`config.mk`:
```
export PLATFORM = sky130hd
export DESIGN_NAME = load_cell_adc_reader
export DESIGN_NICKNAME = d
export VERILOG_FILES = /design/src/rtl/lcar_pkg.sv /design/src/rtl/load_cell_adc_reader.sv /design/src/rtl/lcar_divider.sv /design/src/rtl/lcar_frame.sv
export SDC_FILE = /design/constraint.sdc
export NUM_CORES = 1
export LEC_CHECK = 0
export BUFFER_PORTS_ARGS = -buffer_cell sky130_fd_sc_hd__buf_2
export CAP_MARGIN = 0
export CORE_MARGIN = 2
export CORE_UTILIZATION = 50
export DETAILED_ROUTE_END_ITERATION = 12
export GPL_TIMING_DRIVEN = 0
export PLACE_DENSITY = 0.69
export SYNTH_ARGS = -nofsm -noshare
export SYNTH_HDL_FRONTEND = slang
export SYNTH_HIERARCHICAL = 1
export SYNTH_SLANG_ARGS = --single-unit
```
`constraint.sdc`:
```
create_clock -name clk -period 5.1 [get_ports clk]
set_input_delay 1.02 -clock clk [delete_from_list [all_inputs] [get_ports clk]]
set_output_delay 1.02 -clock clk [all_outputs]
set_load 0.02 [all_outputs]
```
`src/rtl/lcar_pkg.sv`:
```
// Package for the load cell ADC reader: sample width, frame phases and the
// per-tick result of the serial frame sequencer. No dependencies.
`timescale 1ns / 1ps
package lcar_pkg;

  localparam int SAMPLE_BITS = 24;
  localparam int PULSE_TOTAL = SAMPLE_BITS + 1;
  localparam int TICK_W      = 16;
  localparam int PULSE_W     = $clog2(PULSE_TOTAL + 1);
  localparam int WEIGHT_W    = SAMPLE_BITS + 1;
  localparam int CFG_W       = 24;
  localparam int CFG_IDX_W   = 2;

  // register indexes on the configuration port
  localparam logic [CFG_IDX_W-1:0] REG_CLOCK_LOW  = 2'd0;
  localparam logic [CFG_IDX_W-1:0] REG_CLOCK_HIGH = 2'd1;
  localparam logic [CFG_IDX_W-1:0] REG_DIVISOR    = 2'd2;

  // reset values of the configuration registers
  localparam logic [TICK_W-1:0]      CLOCK_LOW_RESET  = 16'd200;
  localparam logic [TICK_W-1:0]      CLOCK_HIGH_RESET = 16'd1;
  localparam logic [SAMPLE_BITS-1:0] DIVISOR_RESET    = 24'd430;

  // frame phases
  localparam logic [1:0] PH_WAIT = 2'd0;
  localparam logic [1:0] PH_LOW  = 2'd1;
  localparam logic [1:0] PH_HIGH = 2'd2;

  localparam logic [SAMPLE_BITS-1:0] SAMPLE_MSB = {1'b1, {(SAMPLE_BITS-1){1'b0}}};

  // what one tick of the frame sequencer produces
  typedef struct packed {
    logic                   sck;
    logic                   finish;
    logic [SAMPLE_BITS-1:0] raw;
  } frame_out_t;

endpackage

```
`src/rtl/load_cell_adc_reader.sv`:
```
// Load cell ADC reader (two-wire 24-bit bridge converter), one channel. Each input
// transfer is one timebase tick with the sampled DOUT level; each tick gives
// exactly one output transfer with the SCK level to drive, the running weight and
// the tare status. Ticks that do not end a frame are registered straight into the
// output register, so a new tick can be taken every cycle while no division runs and
// the output register is free. The tick that ends a frame (after the last clock pulse)
// starts a division once a tare is held, and input stays blocked until its result is
// loaded: the restoring divider resolves one quotient bit per cycle for 24 bits, then
// signals done.
// The first frame after reset is stored as the tare and gives no weight.
// Depends on lcar_pkg, lcar_frame and lcar_divider.
`timescale 1ns / 1ps
module load_cell_adc_reader (
  input  logic                                 clk,
  input  logic                                 rst,
  // tick input
  input  logic                                 in_valid,
  output logic                                 in_ready,
  input  logic                                 dout_level,
  // result output
  output logic                                 out_valid,
  input  logic                                 out_ready,
  output logic                                 sck_level,
  output logic                                 weight_valid,
  output logic signed [lcar_pkg::WEIGHT_W-1:0] weight,
  output logic                                 tare_captured,
  // configuration writes
  input  logic                                 cfg_write,
  input  logic [lcar_pkg::CFG_IDX_W-1:0]       cfg_index,
  input  logic [lcar_pkg::CFG_W-1:0]           cfg_data
);

  localparam int N = lcar_pkg::SAMPLE_BITS;

  // configuration registers
  logic [lcar_pkg::TICK_W-1:0] clock_low_ticks;
  logic [lcar_pkg::TICK_W-1:0] clock_high_ticks;
  logic [N-1:0]                scale_divisor;

  // block state
  logic                                 busy;
  logic [N-1:0]                         no_load_value;
  logic                                 tare_flag;
  logic signed [lcar_pkg::WEIGHT_W-1:0] weight_register;

  logic                                 accept;
  lcar_pkg::frame_out_t                 fo;
  logic                                 div_start;
  logic                                 div_done;
  logic signed [lcar_pkg::WEIGHT_W-1:0] div_quotient;
  logic [N:0]                           diff;
  logic [N:0]                           diff_abs;
  logic                                 out_taken;

  // accept a tick when no division is running and the output register frees up
  assign in_ready  = !busy && (!out_valid || out_ready);
  assign accept    = in_valid && in_ready;
  assign out_taken = out_valid && out_ready;

  // configuration: plain writes, out-of-range indexes dropped
  always_ff @(posedge clk) begin
    if (rst) begin
      clock_low_ticks  <= lcar_pkg::CLOCK_LOW_RESET;
      clock_high_ticks <= lcar_pkg::CLOCK_HIGH_RESET;
      scale_divisor    <= lcar_pkg::DIVISOR_RESET;
    end else if (cfg_write) begin
      case (cfg_index)
        lcar_pkg::REG_CLOCK_LOW:  clock_low_ticks  <= cfg_data[lcar_pkg::TICK_W-1:0];
        lcar_pkg::REG_CLOCK_HIGH: clock_high_ticks <= cfg_data[lcar_pkg::TICK_W-1:0];
        lcar_pkg::REG_DIVISOR:    scale_divisor    <= cfg_data[N-1:0];
        default: ;
      endcase
    end
  end

  lcar_frame u_frame (
    .clk        (clk),
    .rst        (rst),
    .step       (accept),
    .dout       (dout_level),
    .low_ticks  (clock_low_ticks),
    .high_ticks (clock_high_ticks),
    .fo         (fo)
  );

  // tared difference, split into sign and magnitude for the divider
  assign diff      = {1'b0, fo.raw} - {1'b0, no_load_value};
  assign diff_abs  = diff[N] ? -diff : diff;
  assign div_start = accept && fo.finish && tare_flag;

  lcar_divider u_divider (
    .clk       (clk),
    .rst       (rst),
    .start     (div_start),
    .magnitude (diff_abs[N-1:0]),
    .negative  (diff[N]),
    .divisor   (scale_divisor),
    .done      (div_done),
    .quotient  (div_quotient)
  );

  // control: busy flag, tare capture, output register valid
  always_ff @(posedge clk) begin
    if (rst) begin
      busy            <= 1'b0;
      tare_flag       <= 1'b0;
      weight_register <= '0;
      out_valid       <= 1'b0;
    end else begin
      if (div_start) begin
        // hold the tick until the quotient is ready
        busy <= 1'b1;
        if (out_taken)
          out_valid <= 1'b0;
      end else if (accept) begin
        out_valid <= 1'b1;
        if (fo.finish)
          tare_flag <= 1'b1;
      end else if (div_done) begin
        busy            <= 1'b0;
        weight_register <= div_quotient;
        out_valid       <= 1'b1;
      end else if (out_taken) begin
        out_valid <= 1'b0;
      end
    end
  end

  // payload: tare value and output register
  always_ff @(posedge clk) begin
    if (accept && fo.finish && !tare_flag)
      no_load_value <= fo.raw;
    if (div_done) begin
      sck_level     <= 1'b0;
      weight_valid  <= 1'b1;
      weight        <= div_quotient;
      tare_captured <= 1'b1;
    end else if (accept && !div_start) begin
      sck_level     <= fo.sck;
      weight_valid  <= 1'b0;
      weight        <= weight_register;
      tare_captured <= tare_flag || fo.finish;
    end
  end

endmodule

```
`src/rtl/lcar_divider.sv`:
```
// Iterative restoring divider for the tared reading: one quotient bit per cycle,
// signed result truncated toward zero. Depends on lcar_pkg.
`timescale 1ns / 1ps
module lcar_divider (
  input  logic                                 clk,
  input  logic                                 rst,
  input  logic                                 start,
  input  logic [lcar_pkg::SAMPLE_BITS-1:0]     magnitude,
  input  logic                                 negative,
  input  logic [lcar_pkg::SAMPLE_BITS-1:0]     divisor,
  output logic                                 done,
  output logic signed [lcar_pkg::WEIGHT_W-1:0] quotient
);

  localparam int N     = lcar_pkg::SAMPLE_BITS;
  localparam int CNT_W = $clog2(N);
  localparam logic [CNT_W-1:0] LAST = CNT_W'(N - 1);

  logic             busy;
  logic [CNT_W-1:0] count;
  logic [N-1:0]     rem;
  logic [N-1:0]     quo;
  logic [N-1:0]     dv;
  logic             neg;
  logic [N:0]       trial;
  logic [N:0]       diff;
  logic             fits;
  logic [N-1:0]     rem_next;
  logic [N-1:0]     quo_next;

  // shared subtract and compare: one quotient bit
  always_comb begin
    trial    = {rem, quo[N-1]};
    diff     = trial - {1'b0, dv};
    fits     = (trial >= {1'b0, dv});
    rem_next = fits ? diff[N-1:0] : trial[N-1:0];
    quo_next = {quo[N-2:0], fits};
  end

  always_ff @(posedge clk) begin
    if (rst) begin
      busy  <= 1'b0;
      done  <= 1'b0;
      count <= '0;
    end else begin
      done <= busy && !start && (count == LAST);
      if (start) begin
        busy  <= 1'b1;
        count <= '0;
      end else if (busy) begin
        count <= count + 1'b1;
        if (count == LAST)
          busy <= 1'b0;
      end
    end
  end

  always_ff @(posedge clk) begin
    if (start) begin
      rem <= '0;
      quo <= magnitude;
      neg <= negative;
      dv  <= (divisor == '0) ? N'(1) : divisor;
    end else if (busy) begin
      rem <= rem_next;
      quo <= quo_next;
    end
  end

  assign quotient = neg ? -$signed({1'b0, quo}) : $signed({1'b0, quo});

endmodule

```
`src/rtl/lcar_frame.sv`:
```
// Serial frame sequencer: waits for the converter, times the clock pulses and
// shifts in the sample, one step per timebase tick. Depends on lcar_pkg.
`timescale 1ns / 1ps
module lcar_frame (
  input  logic                              clk,
  input  logic                              rst,
  input  logic                              step,
  input  logic                              dout,
  input  logic [lcar_pkg::TICK_W-1:0]       low_ticks,
  input  logic [lcar_pkg::TICK_W-1:0]       high_ticks,
  output lcar_pkg::frame_out_t              fo
);

  localparam int N = lcar_pkg::SAMPLE_BITS;

  logic [1:0]                        phase, phase_next;
  logic [lcar_pkg::PULSE_W-1:0]      pulse_index, pulse_index_next;
  logic [lcar_pkg::TICK_W-1:0]       tick_counter, tick_counter_next;
  logic [N-1:0]                      shift_value, shift_value_next;
  logic [lcar_pkg::PULSE_W-1:0]      pulse_inc;

  always_comb begin
    phase_next        = phase;
    pulse_index_next  = pulse_index;
    tick_counter_next = tick_counter;
    shift_value_next  = shift_value;
    pulse_inc         = pulse_index + 1'b1;
    fo.sck            = 1'b0;
    fo.finish         = 1'b0;
    fo.raw            = shift_value ^ lcar_pkg::SAMPLE_MSB;
    case (phase)
      lcar_pkg::PH_LOW: begin
        if (tick_counter >= low_ticks) begin
          phase_next        = lcar_pkg::PH_HIGH;
          tick_counter_next = lcar_pkg::TICK_W'(1);
          fo.sck            = 1'b1;
        end else begin
          tick_counter_next = tick_counter + 1'b1;
        end
      end
      lcar_pkg::PH_HIGH: begin
        if (tick_counter >= high_ticks) begin
          if (pulse_index < lcar_pkg::PULSE_W'(N))
            shift_value_next = {shift_value[N-2:0], dout};
          if (pulse_inc >= lcar_pkg::PULSE_W'(lcar_pkg::PULSE_TOTAL)) begin
            fo.finish         = 1'b1;
            phase_next        = lcar_pkg::PH_WAIT;
            pulse_index_next  = '0;
            tick_counter_next = '0;
          end else begin
            phase_next        = lcar_pkg::PH_LOW;
            pulse_index_next  = pulse_inc;
            tick_counter_next = lcar_pkg::TICK_W'(1);
          end
        end else begin
          tick_counter_next = tick_counter + 1'b1;
          fo.sck            = 1'b1;
        end
      end
      default: begin
        phase_next = lcar_pkg::PH_WAIT;
        if (!dout) begin
          phase_next        = lcar_pkg::PH_LOW;
          pulse_index_next  = '0;
          shift_value_next  = '0;
          tick_counter_next = lcar_pkg::TICK_W'(1);
        end
      end
    endcase
  end

  always_ff @(posedge clk) begin
    if (rst) begin
      phase        <= lcar_pkg::PH_WAIT;
      pulse_index  <= '0;
      tick_counter <= '0;
      shift_value  <= '0;
    end else if (step) begin
      phase        <= phase_next;
      pulse_index  <= pulse_index_next;
      tick_counter <= tick_counter_next;
      shift_value  <= shift_value_next;
    end
  end

endmodule

```
# After elaboration in Yosys (flattened, before gate mapping)
# Cells that the tools add are included.
# W data, S select, Z words.
[op_classes]
n_eq_ne = 11
reduce_logical = 31
n_addsub = 7
n_lt_le_gt_ge = 5
n_bitwise = 4
muxes = 41
[op_table]
columns = ["operator", "count"]
rows = [
  ["$mux W24", 7],
  ["$mux W25", 3],
  ["$mux W16", 3],
  ["$pmux W24 S2", 1],
  ["$ge A16 B16 Y1", 2],
  ["$pmux W16 S2", 1],
  ["$ge A25 B24 Y1", 1],
  ["$neg A24 Y25", 1],
  ["$sub A24 B24 Y25", 1],
  ["$logic_not A24 Y1", 1],
  ["$neg A24 Y24", 1],
  ["$sub A24 B24 Y24", 1],
  ["$mux W1", 18],
  ["$add A16 B1 Y16 const B", 1],
  ["$mux W5", 3],
  ["$add A5 B1 Y5 const B", 2],
  ["$ne A2 B1 Y1 const B", 5],
  ["$pmux W5 S2", 1],
  ["$reduce_and A2 Y1", 5],
  ["$logic_and A1 B1 Y1", 9],
  ["$reduce_and A3 Y1", 3],
  ["$reduce_bool A2 Y1", 3],
  ["$eq A5 B5 Y1 const B", 1],
  ["$ge A5 B5 Y1 const B", 1],
  ["other kinds (14)", 24],
]
[word_totals]
in_bits = 32
output_inout_bits = 30
ff_bits = 263
word_cells = 122

# Longest topological paths before layout
# Gate-level depths: netlist of the first run.
[logic_depth]
ltp_word = 11
depth_mapped = 17
depth_no_buf = 15

# Cells and area by module
# The synthesis of the first run kept the hierarchy.
[by_module_without_submodules]
columns = ["mod", "n_inst", "seq_area_each_um2", "cells_per_inst", "area_each_um2"]
rows = [
  ["load_cell_adc_reader", 1, 3213.1, 745, 6779.0],
  ["lcar_divider", 1, 2092.0, 515, 5001.0],
  ["lcar_frame", 1, 940.9, 425, 3316.9],
]

# Worst setup path after synthesis of the first run
# OpenSTA, ideal clock, no wires.
[synth_path]
path_type = "input-to-reg"
start = "input out_ready"
end = "register u_divider.quo[0], enable pin"
required_ps = 4721
n_path_buf = 1
slack_ps = 1256
stages = 9
setup_ps = 379
t_arrival_ps = 3465
path_cell_list = "nand2b_1 nor2b_1 nand2_1 clkinv_1 nand3_1 inv_1 clkbuf_1 nor2_1 inv_1"
[synth_between]
elab_chain_len = 6
[synth_lines]
columns = ["item", "line_no", "text"]
rows = [
  ["start: declaration", "load_cell_adc_reader.sv:22", "input logic out_ready,"],
  ["$logic_or A1 B1 Y1", "load_cell_adc_reader.sv:56", "assign in_ready = !busy && (!out_valid || out_ready);"],
  ["$logic_and A1 B1 Y1", "load_cell_adc_reader.sv:56", ""],
  ["named net in_ready", "load_cell_adc_reader.sv:18", "output logic in_ready,"],
  ["$logic_and A1 B1 Y1", "load_cell_adc_reader.sv:57", "assign accept = in_valid && in_ready;"],
  ["named net accept", "load_cell_adc_reader.sv:46", "logic accept;"],
  ["$logic_and A1 B1 Y1 (2 in a row)", "load_cell_adc_reader.sv:89", "assign div_start = accept && fo.finish && tare_flag;"],
  ["named net div_start", "load_cell_adc_reader.sv:48", "logic div_start;"],
  ["$reduce_bool A2 Y1 (no source line)", "n/a", ""],
  ["end signal: assignment", "lcar_divider.sv:61", "quo <= magnitude;"],
  ["end signal: assignment", "lcar_divider.sv:66", "quo <= quo_next;"],
  ["end: declaration", "lcar_divider.sv:22", "logic [N-1:0] quo;"],
]
# The timed path passes the listed nets, and every way through them passes these cells.
# A chain may end at the register's enable or synchronous reset.

==> run_results.csv, run 1 <==
group,metric,value,unit
final_layout,diodes,0,
critical_path,cp-end-kind,"register",
power_and_ir_drop,fin_total_pwr,0.004436,W
power_and_ir_drop,vdd_ir_drop_max,0.2513,mV
cts,cts_setup_buffers,0,
power_and_ir_drop,leakage,6.545,nW
critical_path,required,5.30,ns
route,wl,34020,µm
global_routing,grt_use_total,0.2123,
job,drv_cap,0,
global_routing,grt_pass1_vias,11360,
cts,cts_buffer_depth,3,
sta,period_share,0.9148,
route,drt_iter0_markers,765,
final_layout,final_cell_mix,"277 x nand2_1, 165 x dfxtp_1, 156 x a21oi_1",
power_and_ir_drop,power_frac_seq,0.498,
cts,cts-root-buf,"clkbuf_16",
die,num_rows,63,
cts,post_cts_resize_count,0,
sta,finalSetupViolCount,0,
die,die_y,177.8,µm
die,die_w,177.8,µm
final_layout,area_growth,11.67,%
final_layout,final_layout_size_suffix_gt1_frac,0.1404,
cts,cts_tree,"built",
synthesis,yosys_warnings,6,
critical_path,start_kind,"register",
synthesis,synth.area.mux_share,0.04981,
final_layout,final_cells,2192,
final_layout,fillers,2652,
global_routing,grt_max_degree,27,
hold_path,worstHoldPathCells,2,
synthesis,synth_edf_count,98,
synthesis,synthFlopType,"dfxtp_1",
synthesis,syn_inst,1685,
placement,dp_cells,2137,
final_layout,nNetsFinal,1901,
sta,fin_crit,4.665,ns
critical_path,crit_fanout,26,
synthesis,synth_xor_area_frac,0.04931,
route,via_count,12080,
global_routing,antenna_found_initial,0,
synthesis,syn_avg_cell_area,8.960,µm²
synthesis,yosys.area.top_type,"dfxtp_1",
synthesis,netlist_top_cells_area,"dfxtp_1 22%, edfxtp_1 19%, ha_1 7.3%, nand2_1 6.9%, a21oi_1 5.2%",
hold_path,hold_path_startpoint,"weight_register[18]$_SDFFE_PP0P_",
synthesis,synth_top_family_by_area,"simple AND/OR/NAND/NOR gates",
route,antenna_left,0,
critical_path,r2r_cells,12,
die,ios,62,
power_and_ir_drop,p_sw_frac,0.2297,
cts,clk_pin_slew_worst_paths,0.07,ns
sta,worstMarginPinSlew,1.140,ns
power_and_ir_drop,p_int,0.003417,W
hold_path,hold_path_end,"weight_register[18]$_SDFFE_PP0P_",
cts,cts.sinks,263,
synthesis,async_reset_ff_frac,0,
power_and_ir_drop,p_clk_frac,0.461,
route,drcViolationCount,0,
power_and_ir_drop,p_comb_frac,0.040,
critical_path,arrival,4.86,ns
critical_path,timing.rr.start,"u_frame/tick_counter[0]$_SDFFE_PP0P_",
critical_path,r2r-end,"u_divider/quo[4]$_DFFE_PP_",
power_and_ir_drop,p_switching,0.001019,W
route,post_drt_wl_per_cell,15.52,µm
synthesis,synthAdderAreaFrac,0.07558,
synthesis,yosysUniqueCellTypes,96,
hold_path,hp-class,"reg2reg",
cts,clk_latency,0.56,ns
route,viasPerCell,5.511,
die,start_util,0.5080,
sta,rsz0062_at_grt,"false",
sta,finClkSkew,0.01067,ns
global_routing,grt_pass1_wl,55320,µm
sta,tns,0,ns
cts,htree_levels,1,
synthesis,ys_seq_elements,263,
synthesis,netlist.area_leader.share,0.2188,
route,firstDrtPassIters,5,
synthesis,synth-simple-area-share,0.1852,
sta,finalHoldViolations,0,
synthesis,syn_nets,1807,
critical_path,ff2ff_setup_slack,0.43,ns
cts,holdBufCountCts,0,
global_routing,grt-ovfl-total,0,
outcome,status,"complete, no violations",
placement,portBuffers,61,
cts,cts_buffers,29,
die,core_region_area,0.02972,mm²
placement,dp_hpwl,25470,µm
synthesis,seq_area_frac_synth,0.4137,
placement,gp_congestion,0.8435,
sta,slew_viol_final,0,
die,dieArea,0.03160,mm²
synthesis,synth_compound_area_frac,0.1606,
synthesis,synth_area,0.01510,mm²
critical_path,critPathKind,"reg2reg",
final_layout,final_common_cell,"nand2_1",
sta,max_freq,214.3,MHz
power_and_ir_drop,powerDensity,263.1,mW/mm²
sta,relSlewSlack,0.2402,
## stage by stage
stage | setup WS [ns] | area, µm² | utilization | hold slack (ns)
final | 0.4345 | 16860 | 0.5673 | 0.4514
after global routing | 0.1181 | 16860 | 0.5673 | 0.4742
after CTS | 0.1147 | 16840 | 0.5668 | 0.4545
after detailed placement | 0.1266 | 15910 | 0.5353 | 0.4450
after global placement | 0.1364 | 15890 | 0.5347 | 0.4388
after floorplan | 1.256 | 15100 | - | 0.4319
## routing by layer
metal  vias to the layer above  share of wire  GRT usage
met2                       239           0.47     0.3651
met5                         -              0          0
li1                       6123              -          -
met3                        60          0.041    0.02485
met4                         0          0.023    0.06421
met1                      5658           0.46     0.2792
## worst max path at each step
| stage | from | endpoint | slack [ns] | cells after the start |
|---|---|---|---|---|
| 2_1_floorplan | out_ready | u_divider/quo[0]$_DFFE_PP_ | 1.26 | 9 |
| 3_3_place_gp | u_frame/tick_counter[0]$_SDFFE_PP0P_ | u_divider/quo[7]$_DFFE_PP_ | 0.14 | 12 |
| 3_5_place_dp | u_frame/tick_counter[0]$_SDFFE_PP0P_ | u_divider/quo[0]$_DFFE_PP_ | 0.13 | 12 |
| 4_1_cts | u_frame/tick_counter[0]$_SDFFE_PP0P_ | u_divider/quo[4]$_DFFE_PP_ | 0.11 | 12 |
| 5_1_grt | u_frame/tick_counter[0]$_SDFFE_PP0P_ | u_divider/quo[21]$_DFFE_PP_ | 0.12 | 12 |
| 6_report | u_frame/tick_counter[0]$_SDFFE_PP0P_ | u_divider/quo[4]$_DFFE_PP_ | 0.43 | 12 |
## power by group through the flow
stage	clock network, W	registers [W]	logic, W
finish	0.00205	0.00221	0.000179
global route	0.00217	0.00221	0.000198
CTS	0.00208	0.00221	0.000180
detailed placement	0	0.00226	0.000179
global placement	0	0.00226	0.000176
floorplan	0	0.00227	0.0000985
## registers in the layout, summed over array words and instances, names as in the netlist, 24 cells and up
signal,count
weight_register,25
u_frame/shift_value,24
u_divider/rem,24
u_divider/dv,24
weight,25
u_divider/quo,24
no_load_value,24
scale_divisor,24
## Yosys cell counts (all sizes together) (5+ instances only)
library cell  number
nand2            278
a311oi             8
o31ai             15
nand3             58
o21bai             5
nor3              32
buf               40
nor4              14
nand4             24
ha                88
o211ai             8
nand2b            18
o311ai             6
o21a              13
a21o              13
nor2b              8
or4                6
mux2i             20
clkbuf            75
xnor2             62
or2               10
nand3b            12
edfxtp            98
a21oi            162
a211oi            24
nor2              71
xor2              23
o41ai              7
and3              13
nor3b              6
dfxtp            165
inv              113
mux2              49
a31oi             10
or3               14
and4               6
o21ai             64
## critical path, cell delays in order, from the launching register on
cell and delay (ns):
dfxtp_1 0.46, inv_1 0.17, ha_1 0.29, nand2b_1 0.14, a2111o_1 0.42, a41oi_2 0.26
nand2_1 0.12, and3_1 0.29, nand3_1 0.24, inv_1 0.47, clkbuf_1 0.30, nor2_2 0.60
clkinvlp_4 0.52
## final cells by class
| type | count | area [µm²] | area share |
|---|---|---|---|
| clock inverters | 17 | 141.4 | 0.008387 |
| repair buffers | 62 | 320.3 | 0.01900 |
| repair inverters | 1 | 7.507 | 0.0004453 |
| inverters | 114 | 431.7 | 0.02560 |
| clock buffers | 37 | 795.8 | 0.04720 |
| flip-flops and latches | 263 | 6246 | 0.3705 |
| multi-input cells | 1193 | 7864 | 0.4665 |
| well taps | 390 | 488.0 | 0.02894 |
| plain buffers | 115 | 564.3 | 0.03347 |
## cells by family after synthesis
family,count (synthesis)
adders and majority gates,90
buffers and inverters,229
xor gates and xnor gates,85
DFF,263
AOI/OAI and AO/OA,368
muxes,69
and+or+nand+nor,581
Note: power is estimated with default switching activity, not from simulation.
==> run 2, diff against run 1 <==
--- a/config.mk
+++ b/config.mk
@@ -11,7 +11,7 @@
 export CORE_UTILIZATION = 50
 export DETAILED_ROUTE_END_ITERATION = 12
 export GPL_TIMING_DRIVEN = 0
-export PLACE_DENSITY = 0.69
+export PLACE_DENSITY = 0.71
 export SYNTH_ARGS = -nofsm -noshare
 export SYNTH_HDL_FRONTEND = slang
 export SYNTH_HIERARCHICAL = 1
==> constraint.sdc (replaced) <==
create_clock -name clk -period 3.8 [get_ports clk]
set_input_delay 0.76 -clock clk [delete_from_list [all_inputs] [get_ports clk]]
set_output_delay 0.76 -clock clk [all_outputs]
set_load 0.02 [all_outputs]
==> run 2 against run 1 <==
Against the previous run: maximum frequency up 27%; register-to-register slack worse by 0.30 ns; sequential power up 34%; first-iteration DRC count down 1.4%; cell area up 1.2%.
==> run_results.csv, run 2 (synthesis results as in run 1) <==
group,metric,value,unit
route,via_count,12210,
route,drt_iter0_markers,754,
job,drv_cap,0,
power_and_ir_drop,p_switching,0.001317,W
final_layout,nNetsFinal,1915,
global_routing,grt_pass1_wl,56220,µm
hold_path,hp-class,"in2reg",
route,antenna_left,0,
final_layout,design_area,0.01705,mm²
critical_path,crit_buf_inv,4,
hold_path,hold_path_startpoint,"cfg_data[19]",
route,drcViolationCount,0,
critical_path,crit_fanout,6,
route,post_drt_wl_per_cell,15.74,µm
final_layout,final_cell_mix,"276 x nand2_1, 164 x dfxtp_1, 156 x a21oi_1",
critical_path,path_common_cell,"buf_4",
global_routing,grt_max_degree,26,
sta,tns,0,ns
critical_path,start_kind,"register",
global_routing,antenna_found_initial,0,
critical_path,crit_chain,"buf_4, inv_1, ha_2, fa_2, nand2b_4, a211oi_2, buf_4, o211ai_4, a21boi_2, o21ai_2, nor4b_4, buf_4, nand3b_1, nor4_4, a31oi_1, xnor2_1, mux2_2",
sta,finalSetupViolCount,0,
critical_path,max_stage_delay,0.36,ns
outcome,status,"complete, no violations",
critical_path,critPathTopFamily,"simple AND/OR/NAND/NOR gates",
final_layout,multi_input_area,0.007984,mm²
critical_path,cp-end-kind,"register",
power_and_ir_drop,p_int,0.004556,W
final_layout,final_util,0.5739,
critical_path,r2r_cells,17,
cts,cts_buffers,29,
sta,worstMarginPinSlew,1.002,ns
final_layout,final_layout_size_suffix_gt1_frac,0.1533,
die,core_region_area,0.02972,mm²
route,firstDrtPassIters,5,
sta,rsz0062_at_grt,"true",
cts,cts_buffer_depth,3,
final_layout,reg.largest.list,"weight x25, weight_register x25",
cts,cts_tree,"built",
sta,finalHoldViolations,0,
power_and_ir_drop,p_comb_frac,0.042,
sta,period_share,0.9641,
sta,fin_crit,3.664,ns
die,ios,62,
final_layout,area_growth,12.96,%
final_layout,diodes,0,
critical_path,required,4.09,ns
die,num_rows,63,
final_layout,regArea,0.006247,mm²
cts,clk_pin_slew_worst_paths,0.06,ns
final_layout,final_common_cell,"nand2_1",
sta,slew_viol_final,0,
critical_path,critPathKind,"reg2reg",
power_and_ir_drop,fin_total_pwr,0.005873,W
critical_path,startpoint,"u_frame/shift_value[0]$_SDFFE_PP0P_",
die,start_util,0.5080,
sta,max_freq,272.9,MHz
die,dieArea,0.03160,mm²
critical_path,cp_num_cells,17,
final_layout,fillers,2633,
critical_path,slowest_stage,"fa_2",
placement,portBuffers,61,
placement,postPlaceCellArea,0.01591,mm²
global_routing,grt_use_total,0.2165,
power_and_ir_drop,vdd_ir_drop_max,0.3422,mV
die,die_w,177.8,µm
power_and_ir_drop,p_clk_frac,0.453,
cts,cts-root-buf,"clkbuf_16",
critical_path,arrival,3.96,ns
cts,clk_latency,0.56,ns
power_and_ir_drop,powerDensity,344.3,mW/mm²
power_and_ir_drop,leakage,6.682,nW
hold_path,worstHoldPathCells,3,
placement,dp_hpwl,25630,µm
sta,relSlewSlack,0.3150,
route,viasPerCell,5.539,
power_and_ir_drop,p_sw_frac,0.2242,
placement,gp_congestion,0.8602,
power_and_ir_drop,power_frac_seq,0.505,
critical_path,timing.rr.start,"u_frame/shift_value[0]$_SDFFE_PP0P_",
global_routing,grt-ovfl-total,0,
cts,htree_levels,1,
cts,cts.sinks,263,
sta,finClkSkew,0.02098,ns
die,die_y,177.8,µm
global_routing,grt_pass1_vias,11530,
route,wl,34700,µm
[run 2: repair_timing]
action	in CTS	in global routing
buffers inserted	8	5
cloned	2	0
setup endpoints to repair	104	61
hold buffers	0	0
pin swaps	6	11
gates resized for setup	19	10
[run 2: per-layer routing]
layer,part of all wire,GRT usage,vias up,wire length [µm]
li1,-,-,6134,-
met1,0.45,0.2786,5739,15520
met2,0.49,0.3790,279,16920
met3,0.043,0.02635,57,1491
met4,0.022,0.06557,0,769
met5,0,0,-,0
[run 2: path summary, 6_finish.rpt]
check                                      to  slack, ns
max               u_divider/quo[23]$_DFFE_PP_       0.14
min            scale_divisor[19]$_SDFFE_PP0P_       0.44
max reg2reg       u_divider/quo[23]$_DFFE_PP_       0.14
min reg2reg  weight_register[11]$_SDFFE_PP0P_       0.45
[run 2: power by group through the flow]
stage          sequential (W)  combinational (W)  clock [W]
3_5_place_dp          0.00303           0.000242          0
4_1_cts               0.00297           0.000245    0.00270
3_3_place_gp          0.00303           0.000236          0
6_report              0.00297           0.000246    0.00266
5_1_grt               0.00297           0.000270    0.00282
2_1_floorplan         0.00304           0.000132          0
[run 2: final cells by class]
cell class              count  area share
plain buffers             115     0.03338
multi-input cells        1193      0.4682
inverters                 114     0.02553
clock buffers              44     0.04960
flip-flops and latches    263      0.3663
clock inverters             8    0.003155
repair inverters            2   0.0007337
repair buffers             75     0.02450
well taps                 390     0.02861
[run 2: worst min-delay path, cell delays in order]
cell and delay (ns):
buf_2 0.09, nand2_1 0.04, a21oi_1 0.05
[run 2: metrics by stage]
stage                     setup WS, ns  hold WS, ns  std cells
after global placement          -1.124       0.4387       2136
after CTS                     0.002621       0.4277       2199
after global routing          -0.04151       0.4257       2204
after floorplan                 0.2040       0.4319       1685
final                           0.1362       0.4366       2204
after detailed placement        -1.117       0.4461       2137
